==> src/sv/dgs_pkg.sv <==
// Shared constants, command codes and status struct for the direction grid splatter.
// Used by dgs_ctrl, dgs_datapath and the top level; depends on nothing.
`timescale 1ns / 1ps
package dgs_pkg;
  localparam int GRID_DIM  = 64;
  localparam int CELL_W    = 6;            // bits of a column or row index
  localparam int CAND_W    = CELL_W + 1;   // holds 0 .. GRID_DIM
  localparam int ADDR_W    = 2 * CELL_W;
  localparam int COLOR_W   = 16;
  localparam int WORD_W    = 3 * COLOR_W;

  typedef enum logic [3:0] {
    CMD_NONE,
    CMD_CLR_STEP,
    CMD_LOAD,
    CMD_READ,
    CMD_SQ,
    CMD_TRY_A,
    CMD_TRY_M,
    CMD_TRY_C,
    CMD_SPLAT_INIT,
    CMD_SPLAT_STEP
  } cmd_t;

  typedef struct packed {
    logic clr_done;    // last cell of the clearing pass is being written
    logic sq_last;     // last square accumulation step
    logic sq_zero;     // squared length is zero
    logic trial_last;  // last search trial of the last axis
    logic off_grid;    // centre cell lies outside the grid
    logic splat_done;  // last cell of the square is being written
  } status_t;
endpackage

==> src/sv/dgs_ctrl.sv <==
// Controller state machine: sequences clear, read, length, cell search and splat.
// Drives dgs_datapath through cmd_t commands and reads its status_t; uses dgs_pkg.
`timescale 1ns / 1ps
module dgs_ctrl (
  input  logic             clk,
  input  logic             rst,
  input  logic             start,
  input  logic             mode,
  input  dgs_pkg::status_t status,
  output dgs_pkg::cmd_t    cmd,
  output logic             busy,
  output logic             valid
);
  import dgs_pkg::*;

  typedef enum logic [3:0] {
    S_CLEAR, S_IDLE, S_READ, S_SQ, S_LEN, S_TRY_A, S_TRY_M, S_TRY_C,
    S_CHECK, S_SPLAT_INIT, S_SPLAT
  } state_t;

  state_t state;

  // issue the command of the current state
  always_comb begin
    unique case (state)
      S_CLEAR:      cmd = CMD_CLR_STEP;
      S_IDLE:       cmd = start ? CMD_LOAD : CMD_NONE;
      S_READ:       cmd = CMD_READ;
      S_SQ:         cmd = CMD_SQ;
      S_TRY_A:      cmd = CMD_TRY_A;
      S_TRY_M:      cmd = CMD_TRY_M;
      S_TRY_C:      cmd = CMD_TRY_C;
      S_SPLAT_INIT: cmd = CMD_SPLAT_INIT;
      S_SPLAT:      cmd = CMD_SPLAT_STEP;
      default:      cmd = CMD_NONE;
    endcase
  end

  assign busy = (state != S_IDLE);

  // hold state and the result strobe
  always_ff @(posedge clk) begin
    if (rst) begin
      state <= S_CLEAR;
      valid <= 1'b0;
    end else begin
      valid <= 1'b0;
      unique case (state)
        S_CLEAR: if (status.clr_done) state <= S_IDLE;
        S_IDLE:  if (start) state <= mode ? S_READ : S_SQ;
        S_READ: begin
          valid <= 1'b1;
          state <= S_IDLE;
        end
        S_SQ:    if (status.sq_last) state <= S_LEN;
        S_LEN:   state <= status.sq_zero ? S_IDLE : S_TRY_A;
        S_TRY_A: state <= S_TRY_M;
        S_TRY_M: state <= S_TRY_C;
        S_TRY_C: state <= status.trial_last ? S_CHECK : S_TRY_A;
        S_CHECK: state <= status.off_grid ? S_IDLE : S_SPLAT_INIT;
        S_SPLAT_INIT: state <= S_SPLAT;
        S_SPLAT: if (status.splat_done) state <= S_IDLE;
        default: state <= S_IDLE;
      endcase
    end
  end

  a_valid_after_read: assert property (@(posedge clk) disable iff (rst)
    valid |-> $past(state == S_READ)) else $error("strobe without read");
  a_accept_busy: assert property (@(posedge clk) disable iff (rst)
    (start && !busy) |=> busy) else $error("transfer did not raise busy");
  a_single_strobe: assert property (@(posedge clk) disable iff (rst)
    valid |=> !valid) else $error("strobe longer than one cycle");
endmodule

==> config.mk <==
export PLATFORM = sky130hd
export DESIGN_NAME = dgs_ctrl
export DESIGN_NICKNAME = d
export VERILOG_FILES = /design/src/sv/dgs_pkg.sv /design/src/sv/dgs_ctrl.sv
export SDC_FILE = /design/constraint.sdc
export NUM_CORES = 1
export LEC_CHECK = 0
export BUFFER_PORTS_ARGS = -buffer_cell sky130_fd_sc_hd__buf_2
export CAP_MARGIN = 25
export CORE_AREA = 2 2 39 41
export DETAILED_ROUTE_END_ITERATION = 7
export DIE_AREA = 0 0 41 43
export GPL_TIMING_DRIVEN = 0
export PLACE_DENSITY_LB_ADDON = 0.15
export SETUP_SLACK_MARGIN = 0.2
export SLEW_MARGIN = 20
export SYNTH_ARGS = -nofsm -noshare
export SYNTH_HDL_FRONTEND = slang
export SYNTH_SLANG_ARGS = --single-unit
==> constraint.sdc <==
create_clock -name clk -period 2.5 [get_ports clk]
set_input_delay 0.375 -clock clk [delete_from_list [all_inputs] [get_ports clk]]
set_output_delay 0.375 -clock clk [all_outputs]
set_load 0.01 [all_outputs]
Word-level counts from Yosys, hierarchy flattened --
Cells that the tools add are included.
Word-level totals: input port bits 10, word-level logic and storage cells 31, output and inout port bits 6, register bits after elaboration 5
Operators by class: equality and inequality tests 15, mux-type cells 12, reductions and logical operators 2
Operators by type and width (number):
- one-hot mux 4 bit (10 select lines) | 1
- one-hot mux 4 bit (9 select lines) | 1
- two-way mux 4 bit | 6
- equality test 4 x 3 -> 1 bit, second input constant | 4
- equality test 4 bit, second input constant | 3
- equality test 4 x 2 -> 1 bit, second input constant | 2
- inequality test 2 bit, second input constant | 4
- equality test 4 x 1 -> 1 bit, second input constant | 1
- logical NOT 4 bit | 1
- inequality test 4 x 1 -> 1 bit, second input constant | 1
- AND reduction 4 bit | 1
- two-way mux 3 bit | 1
- two-way mux 1 bit | 2
- two-way mux 2 bit | 1

Longest topological paths before layout --
Gate-level depths: netlist (run 1).
word-level depth 3, gate-level depth with buffers 6, gate-level depth less buffers 4

Least setup slack after synthesis (run 1) --
OpenSTA, ideal clock, no wires.
kind register to output, from register state[2], to output port cmd[2], required time 2125 ps, arrival 1044 ps, cell stages (with the launch flop) 5, setup slack 1081 ps, buffers on the path 2, cell sequence dfxtp_1 buf_2 clkbuf_1 o21ai_0 a21oi_1
On the way: word-level cells in the longest chain between the ends 2
Ends and longest elaborated chain:
- start, declared | line dgs_ctrl.sv:21 | state_t state;
- start signal, assigned | line dgs_ctrl.sv:50 | S_IDLE: if (start) state <= mode ? S_READ : S_SQ;
- start signal, assigned | line dgs_ctrl.sv:56 | S_LEN: state <= status.sq_zero ? S_IDLE : S_TRY_A;
- start signal, assigned | line dgs_ctrl.sv:59 | S_TRY_C: state <= status.trial_last ? S_CHECK : S_TRY_A;
- equality test 4 bit, or another cell as far along | line dgs_ctrl.sv:25 | unique case (state)
- one-hot mux 4 bit (9 select lines) * | line dgs_ctrl.sv:25
- end, declared | line dgs_ctrl.sv:10 | output dgs_pkg::cmd_t cmd,
Every way passes the cells marked *; elsewhere a longest branch is shown, timed or not.

Worst setup path in the final report (run 1) --
from register state[2], to output port cmd[0]
The elaborated chain is that of the path after synthesis.

==> impl_metrics.py, run 1 <==
metrics = {
    "outcome": {
        "status": "complete, no violations",
    },
    "finish": {
        "fin_area_um2": 538,
        "insertedDiodeCount": 0,
        "num-nets-final": 86,
        "fin_util": 0.389,
        "final_cells": 91,
        "syn_to_final_growth_pct": 29.1,
        "drive_gt1_frac": 0.333,
    },
    "timing": {
        "clock.fmax_mhz": 542,
        "fin_skew_ns": 0.000608,
        "setup_viol": 0,
        "fin_crit_sh": 0.739,
        "tightestPinTransition_ns": 0.464,
        "setup_tns_ns": 0,
        "finalCriticalPeriod_ns": 1.85,
        "rsz0062_at_grt": "false",
        "drv_slew": 0,
        "hold_violations": 0,
        "maxSlewHeadroom": 0.683,
    },
    "grt": {
        "grt_pass1_vias": 387,
        "grt_pass1_wl_um": 1730,
        "antenna_found_initial": 0,
        "track_usage": 0.145,
        "grt_max_degree": 11,
        "gr-total-overflow": 0,
    },
    "worst_setup_path": {
        "crit_top_cell": "buf_2",
        "crit_path_top_delay_cell": "clkbuf_1",
        "end_kind": "primary output",
        "worstPathArrival_ns": 1.47,
        "critPathMaxFanout": 10,
        "rrSetupSlack_ns": 1.00,
        "required_ns": 2.12,
        "start_kind": "flop",
        "critPathMaxStageDelay_ns": 0.32,
        "critPathKind": "reg2out",
        "path_cells": "buf_2, clkbuf_1, a211oi_1, a31o_2, buf_2",
        "rr_worst_depth": 5,
    },
    "clock_network": {
        "clk_pin_slew_worst_paths_ns": 0.04,
        "postCtsHoldBufs": 0,
        "cts_tree": "built",
        "root_buffer": "clkbuf_4",
        "h-tree-depth": 1,
        "clock_latency_ns": 0.24,
        "cts.sinks": 5,
        "clockBufferDepth": 2,
        "post-cts-setup-buffer-count": 0,
        "cts_buffers": 3,
        "cts_resized": 0,
    },
    "detailed_routing": {
        "wl_um": 1050,
        "post_drt_wl_per_cell_um": 11.5,
        "ant_nets": 0,
        "num_vias": 457,
        "drtIter0Drc": 7,
        "drt_pass1_iterations": 4,
        "drt-vias-per-instance": 5.02,
        "drc": 0,
    },
    "floorplanning": {
        "die_h_um": 43,
        "fp.coreArea_um2": 1380,
        "die_w_um": 41,
        "die_area_um2": 1760,
        "ioPinCount": 16,
        "rows": 14,
        "start_util": 0.301,
    },
    "pwr": {
        "finalPower_mw": 0.248,
        "leakage_nw": 0.226,
        "power.density_nw_per_um2": 462,
        "ir_drop_mv": 0.0991,
    },
    "logic_synthesis": {
        "syn-num-nets": 66,
        "synth_edf_count": 0,
        "async_flop_share": 0,
        "synth_area_leader_cell": "dfxtp_1",
        "synth_top_area_frac": 0.240,
        "yosys-top-cells-area": "dfxtp_1 (24%), buf_6 (5.4%), a21oi_1 (4.8%)",
        "synth-warning-count": 0,
        "syn_inst": 56,
        "synth_seq_cells": 5,
        "syn_area_um2": 417,
        "synth.distinct_cells": 30,
        "avgSynthCellArea_um2": 7.44,
        "synth_flop_cell": "dfxtp_1",
        "yosysSeqAreaShare": 0.240,
    },
    "placed_design": {
        "port_buffers": 15,
        "dp_cells": 87,
        "hpwl_um": 758,
        "gp_congestion": 0.772,
        "placed_area_um2": 512,
    },
    "worst_hold_path": {
        "hold_class": "in2reg",
        "hold_depth": 2,
    },
    "flow_run": {
        "cap_viol_max_count": 0,
    },
}
[routing by layer]
metal | vias up | global-route usage | routed length (µm)
met1 | 189 | 0.216 | 523
met5 | - | 0 | 0
met4 | 0 | 0.100 | 33
met2 | 19 | 0.175 | 419
met3 | 5 | 0.0314 | 74
li1 | 244 | - | -
[worst max-delay path: cells and delay by family, from the launching register on]
kind	cells	cell delay [ns]
flip-flops	1	0.30
buffers and inverters	3	0.62
AO/OA/AOI/OAI	2	0.31
[registers in the layout, summed over array words and instances, names as in the netlist]
signal	cells
state	4
valid	1
[Yosys cell counts (2+ instances only)]
cell and n:
inv_1 3, a211oi_1 2, nor2_1 4, a21oi_1 4, nor3_1 2, dfxtp_1 5, nand2b_1 2, nor3b_1 2
nor2b_1 2, buf_6 2, nand2_1 4, nor4_1 2, o21ai_0 3, buf_2 3
[placed cells by master, fill, tap and decap left out, drive strengths merged]
master   count
a2111oi      2
a211o        1
a211oi       2
a21boi       1
a21oi        4
a22oi        1
a311oi       1
a31o         1
and2         1
and3         1
buf         20
clkbuf       5
dfxtp        5
inv          3
mux2i        1
nand2        4
nand2b       2
nand3        1
nand4b       1
nor2         4
nor2b        2
nor3         2
nor3b        2
nor4         2
o21ai        4
o22ai        1
xnor2        1
[path summary, 6_finish.rpt]
path | start | to
setup / recovery | state[2] | cmd[0]
hold / removal | rst | state[3]
setup reg to reg | state[3] | state[0]
hold reg to reg | state[0] | valid
[logic make-up (layout without fill, tap and decap cells)]
group,count (synthesis),after routing,share of synthesized area
and+or+nand+nor,22,22,0.285
AOI/OAI and AO/OA,18,18,0.303
buffers and inverters,9,28,0.126
DFF,5,5,0.240
xor gates and xnor gates,1,1,0.0210
muxes,1,1,0.0240
[cell type report]
cell class	count	area [µm²]
Buffer	6	41.3
Clock buffer	4	26.3
Fill cell	145	846
Inverter	3	11.3
Multi-Input combinational cell	42	264
Sequential cell	5	100
Tap cell	16	20.0
Timing Repair Buffer	15	75.1
[metrics by stage]
stage | hold WS, ns | worst slack [ns]
after floorplan | 0.447 | 1.08
final | 0.373 | 0.654
after detailed placement | 0.623 | 0.921
after global routing | 0.372 | 0.484
after CTS | 0.373 | 0.652
after global placement | 0.625 | 0.913
[power breakdown]
group	internal, mW	switching (mW)	leakage [nW]
registers	0.0830	0.00187	0.0406
clock network	0.0604	0.0334	0.0150
logic	0.0340	0.0357	0.170
total	0.177	0.0710	0.226
No activity file was read; power rests on OpenSTA's default activity.
==> run 2, diff against run 1 <==
Settings changed: ABC_AREA set to 1.
Clock period 2.5 ns to 1.9 ns, I/O delays scaled along.
==> run 2 against run 1 <==
  * Cell area shrank 0.93%
  * Synthesized cell count grew 29%
  * Worst setup slack lost 0.38 ns
  * Global-route usage shrank 1.4 points
  * Area after synthesis shrank 2.7%
  * Combinational power grew to 2.6 times the previous value
  * Sequential share of layout area grew 0.41 points
  * Utilization shrank 0.36 points
  * Critical path type unchanged
  * Critical endpoint is now cmd[1]
  * Largest cell class unchanged
==> impl_metrics.py, run 2 <==
metrics = {
    "clock_network": {
        "root_buffer": "clkbuf_4",
        "cts_buffers": 3,
        "cts_resized": 0,
        "clockBufferDepth": 2,
        "postCtsHoldBufs": 0,
        "cts_tree": "built",
        "clock_latency_ns": 0.24,
        "clk_pin_slew_worst_paths_ns": 0.04,
        "h-tree-depth": 1,
        "cts.sinks": 5,
        "post-cts-setup-buffer-count": 0,
    },
    "detailed_routing": {
        "wl_um": 1020,
        "num_vias": 478,
        "drtIter0Drc": 8,
        "drt_pass1_iterations": 2,
        "ant_nets": 0,
        "drt-vias-per-instance": 4.47,
        "drc": 0,
        "post_drt_wl_per_cell_um": 9.57,
    },
    "worst_setup_path": {
        "cp_num_buf_inv": 2,
        "rrSetupSlack_ns": 0.64,
        "rr_endpoint": "state[1]",
        "rr_worst_depth": 8,
        "critPathKind": "reg2out",
        "critPathMaxFanout": 7,
        "end_kind": "primary output",
        "path_cells": "inv_2, nor2_2, nand2_1, o211ai_1, buf_2",
        "required_ns": 1.62,
        "critPathMaxStageDelay_ns": 0.45,
        "crit_path_top_delay_cell": "dfxtp_1",
        "worstPathArrival_ns": 1.34,
        "cp_top_family": "flip-flops",
        "r2r-start": "state[0]",
        "start_kind": "flop",
    },
    "timing": {
        "fin_skew_ns": 0.00214,
        "setup_viol": 0,
        "rsz0062_at_grt": "false",
        "clock.fmax_mhz": 616,
        "drv_slew": 0,
        "fin_ws_ns": 0.276,
        "maxSlewHeadroom": 0.783,
        "tightestPinTransition_ns": 0.323,
        "setup_tns_ns": 0,
        "fin_crit_sh": 0.854,
        "whs_ns": 0.241,
        "finalCriticalPeriod_ns": 1.62,
        "hold_violations": 0,
    },
    "placed_design": {
        "gp_congestion": 0.800,
        "pre_cts_slack_ns": 0.477,
        "hpwl_um": 826,
        "dp_cells": 103,
        "port_buffers": 15,
    },
    "pwr": {
        "power.density_nw_per_um2": 818,
        "leakage_nw": 0.306,
        "finalPower_mw": 0.436,
        "ir_drop_mv": 0.575,
    },
    "flow_run": {
        "cap_viol_max_count": 0,
    },
    "grt": {
        "grt_pass1_wl_um": 1560,
        "grt_max_degree": 10,
        "grt_pass1_vias": 412,
        "gr-total-overflow": 0,
        "track_usage": 0.131,
        "antenna_found_initial": 0,
    },
    "logic_synthesis": {
        "synth-warning-count": 0,
        "synth.distinct_cells": 14,
        "syn_inst": 72,
        "synth_commonest_cells": "nand2_1 (17), nor2_1 (13), inv_1 (12)",
        "syn_area_um2": 405,
        "synth_edf_count": 0,
        "yosysSeqAreaShare": 0.247,
        "yosys-top-cells-area": "dfxtp_1 (25%), nand2_1 (16%), nor2_1 (12%)",
        "async_flop_share": 0,
        "synth_area_leader_cell": "dfxtp_1",
        "avgSynthCellArea_um2": 5.63,
        "synth_seq_cells": 5,
        "synth_flop_cell": "dfxtp_1",
        "synth_most_common_cell": "nand2_1",
        "syn-num-nets": 82,
        "synth_top_area_frac": 0.247,
    },
    "finish": {
        "largest-register": "state",
        "largest_reg_flops": 4,
        "syn_to_final_growth_pct": 31.5,
        "top_regs": "state x4, valid x1",
        "num-nets-final": 102,
        "most-common-layout-cells": "nand2_1 (17), buf_2 (15), nor2_1 (11)",
        "insertedDiodeCount": 0,
        "final_cells": 107,
        "layout_commonest_cell": "nand2_1",
        "drive_gt1_frac": 0.297,
    },
    "floorplanning": {
        "rows": 14,
        "die_w_um": 41,
        "die_area_um2": 1760,
        "fp.coreArea_um2": 1380,
        "ioPinCount": 16,
        "start_util": 0.293,
        "die_h_um": 43,
    },
    "worst_hold_path": {
        "hold_depth": 2,
        "hold-path-endpoint": "state[2]",
        "hold_class": "in2reg",
        "min_from": "rst",
    },
    "outcome": {
        "status": "complete, no violations",
    },
}
[run 2: cell types whose count changed after synthesis, sizes merged, moves of 4 or more]
cell / before / now
buf: 5 / 1
inv: 3 / 13
nand2: 4 / 17
nand3: 1 / 9
nor2: 4 / 14
[run 2: power by group]
| group | total, mW | switching [mW] | internal, mW | leakage, nW |
|---|---|---|---|---|
| sequential | 0.131 | 0.0130 | 0.118 | 0.0414 |
| combinational | 0.184 | 0.114 | 0.0699 | 0.250 |
| clock | 0.122 | 0.0424 | 0.0793 | 0.0150 |
| total | 0.436 | 0.169 | 0.267 | 0.306 |
[run 2: worst max path at each step]
| stage | endpoint | depth (start not counted) | start |
|---|---|---|---|
| floorplan | cmd[1] | 5 | state[3] |
| global placement | cmd[1] | 5 | state[2] |
| detailed placement | cmd[1] | 5 | state[2] |
| CTS | cmd[1] | 5 | state[2] |
| global route | cmd[1] | 5 | state[2] |
| finish | cmd[1] | 5 | state[2] |
[run 2: area by class of cell]
cell class | count | area [µm²]
fillers | 175 | 851
multi-input cells | 53 | 254
flip-flops and latches | 5 | 101
repair buffers | 15 | 75.1
inverters | 13 | 48.8
clock buffers | 4 | 26.3
well taps | 16 | 20.0
plain buffers | 1 | 7.51
[run 2: worst reg2reg max path: stages (launching register included)]
cell      delay, ns
dfxtp_1        0.29
buf_4          0.16
nor2_1         0.25
nand3b_1       0.15
nand2_1        0.10
nor2_1         0.07
nand2_1        0.06
nand2_1        0.05
nor2_1         0.07
[run 2: kinds of logic after synthesis]
group / count (synthesis) / share of synthesized area
AND/OR/NAND/NOR: 43 / 0.466
buffers and inverters: 14 / 0.139
AO/OA/AOI/OAI: 10 / 0.148
flip-flops: 5 / 0.247
[run 2: layer usage]
layer	routed length, µm	global-route usage	vias to the layer above
met3	56	0.0785	0
met1	524	0.164	201
met4	0	0.0200	0
li1	-	-	265
met2	443	0.191	12
met5	0	0	-
[run 2: per-stage QoR]
stage / utilization / cell area (µm²)
4_1_cts: 0.381 / 527
5_1_grt: 0.385 / 533
3_5_place_dp: 0.362 / 500
3_3_place_gp: 0.362 / 500
6_report: 0.385 / 533
2_1_floorplan: - / 405
==> run 3, diff against run 2 <==
==> constraint.sdc (replaced) <==
create_clock -name clk -period 1.9 [get_ports clk]
set_input_delay 0 -clock clk [delete_from_list [all_inputs] [get_ports clk]]
set_output_delay 0 -clock clk [all_outputs]
set_load 0.01 [all_outputs]
==> run 3 against run 2 <==
  * Via count up 1.0%
  * Cell count grew 0.93%
  * Total power shrank 0.30%
  * Clock skew about the same
  * Sequential share of layout area down 0.37 points
==> impl_metrics.py, run 3 (synthesis gave the netlist of run 2 again) <==
metrics = {
    "pwr": {
        "power.density_nw_per_um2": 810,
        "p_sw_frac": 0.386,
        "internal_power_mw": 0.267,
        "power.share.clock": 0.279,
        "pwr-share-seq": 0.301,
        "netSwitchingPower_mw": 0.168,
        "ir_drop_mv": 0.575,
        "power_frac_comb": 0.420,
        "leakage_nw": 0.310,
    },
    "finish": {
        "final_cells": 108,
        "layout_commonest_cell": "nand2_1",
        "fin_util": 0.388,
        "fin_area_um2": 537,
        "top_regs": "state x4, valid x1",
        "nFillCells": 172,
        "largest_reg_flops": 4,
        "drive_gt1_frac": 0.239,
        "num-nets-final": 103,
        "insertedDiodeCount": 0,
        "syn_to_final_growth_pct": 32.4,
        "largest-register": "state",
        "most-common-layout-cells": "nand2_1 (17), buf_2 (15), nor2_1 (13)",
    },
    "clock_network": {
        "postCtsHoldBufs": 1,
        "cts_buffers": 3,
        "cts_resized": 0,
        "clock_latency_ns": 0.24,
        "post-cts-setup-buffer-count": 0,
        "clk_pin_slew_worst_paths_ns": 0.04,
        "root_buffer": "clkbuf_4",
        "cts.sinks": 5,
        "clockBufferDepth": 2,
        "cts_tree": "built",
        "h-tree-depth": 1,
    },
    "detailed_routing": {
        "drt_pass1_iterations": 2,
        "wl_um": 1030,
        "drt-vias-per-instance": 4.47,
        "drc": 0,
        "drtIter0Drc": 5,
        "ant_nets": 0,
        "post_drt_wl_per_cell_um": 9.56,
        "num_vias": 483,
    },
    "worst_setup_path": {
        "crit_path_top_delay_cell": "dfxtp_1",
        "critPathMaxStageDelay_ns": 0.44,
        "rr_worst_depth": 6,
        "critPathMaxFanout": 7,
        "path_cells": "inv_1, nor2_1, nand2_1, o211ai_1, buf_2",
        "rr_endpoint": "state[3]",
        "r2r-start": "state[2]",
        "worstPathArrival_ns": 1.44,
        "critPathKind": "reg2out",
        "cp_top_family": "flip-flops",
        "required_ns": 1.90,
        "end_kind": "primary output",
        "cp_num_buf_inv": 2,
        "rrSetupSlack_ns": 0.63,
        "start_kind": "flop",
    },
    "floorplanning": {
        "start_util": 0.293,
        "die_w_um": 41,
        "ioPinCount": 16,
        "die_area_um2": 1760,
        "fp.coreArea_um2": 1380,
        "rows": 14,
        "die_h_um": 43,
    },
    "worst_hold_path": {
        "hold_class": "in2reg",
        "min_from": "status[3]",
        "hold_depth": 5,
        "hold-path-endpoint": "state[2]",
    },
    "outcome": {
        "status": "complete, no violations",
    },
    "timing": {
        "rsz0062_at_grt": "false",
        "setup_viol": 0,
        "finalCriticalPeriod_ns": 1.44,
        "setup_tns_ns": 0,
        "fin_skew_ns": 0.00214,
        "fin_crit_sh": 0.758,
        "tightestPinTransition_ns": 0.323,
        "fin_ws_ns": 0.460,
        "hold_violations": 0,
        "clock.fmax_mhz": 694,
        "maxSlewHeadroom": 0.783,
        "drv_slew": 0,
    },
    "grt": {
        "grtUsageMet3": 0.0785,
        "antenna_found_initial": 0,
        "grt_max_degree": 10,
        "gr-total-overflow": 0,
        "use_met1": 0.167,
        "grt_pass1_vias": 415,
        "grt_pass1_wl_um": 1570,
        "track_usage": 0.132,
        "busiest_layer": "met2",
        "use_met2": 0.191,
    },
    "flow_run": {
        "cap_viol_max_count": 0,
    },
    "placed_design": {
        "pre_cts_slack_ns": 0.657,
        "port_buffers": 15,
        "hpwl_um": 826,
        "gp_congestion": 0.800,
        "placed_area_um2": 500,
        "dp_cells": 103,
    },
}
==> run 3: cell count changes in the layout (fill, tap and decap cells not counted), sizes merged <==
cell / before / now
dlygate4sd3: 0 / 1
==> run 3: cell type report <==
type,count,area [µm²],share of cell area
sequential,5,100,0.186
multi-input combinational,53,249,0.464
tap,16,20.0,0.0373
clock buffer,4,26.3,0.0490
buffer,1,7.51,0.0140
inverter,13,48.8,0.0909
timing repair buffer,16,85.1,0.159
==> run 3: routing by layer <==
metal / share of wire / vias up
met5: 0 / -
met4: 0 / 0
met3: 0.054 / 0
met2: 0.43 / 12
met1: 0.51 / 204
li1: - / 267
==> run 3: worst max-delay path by stage <==
stage	startpoint	to	slack, ns	cells past startpoint
2_1_floorplan	state[0]	state[1]	0.82	8
3_3_place_gp	state[1]	state[1]	0.62	7
3_5_place_dp	state[1]	state[1]	0.66	7
4_1_cts	state[2]	cmd[1]	0.49	5
5_1_grt	state[2]	cmd[1]	0.38	5
6_report	state[2]	cmd[1]	0.46	5
==> run 3: worst min-delay path, cell delays in order <==
cell and delay [ns]:
buf_2 0.07, nand3b_1 0.09, nand3_1 0.09, nand2_1 0.07
nor2_1 0.03
==> run 3: power groups by stage <==
stage	Combinational, mW	Sequential [mW]	Clock (mW)
2_1_floorplan	0.127	0.131	0
3_3_place_gp	0.183	0.133	0
3_5_place_dp	0.182	0.132	0
4_1_cts	0.184	0.130	0.126
5_1_grt	0.207	0.132	0.139
6_report	0.182	0.131	0.122
==> run 3: through the flow <==
step	hold WS, ns	power [mW]
6_report	0.154	0.435
5_1_grt	0.181	0.479
4_1_cts	0.154	0.440
3_3_place_gp	0.212	0.316
3_5_place_dp	0.210	0.314
2_1_floorplan	0.0716	0.258
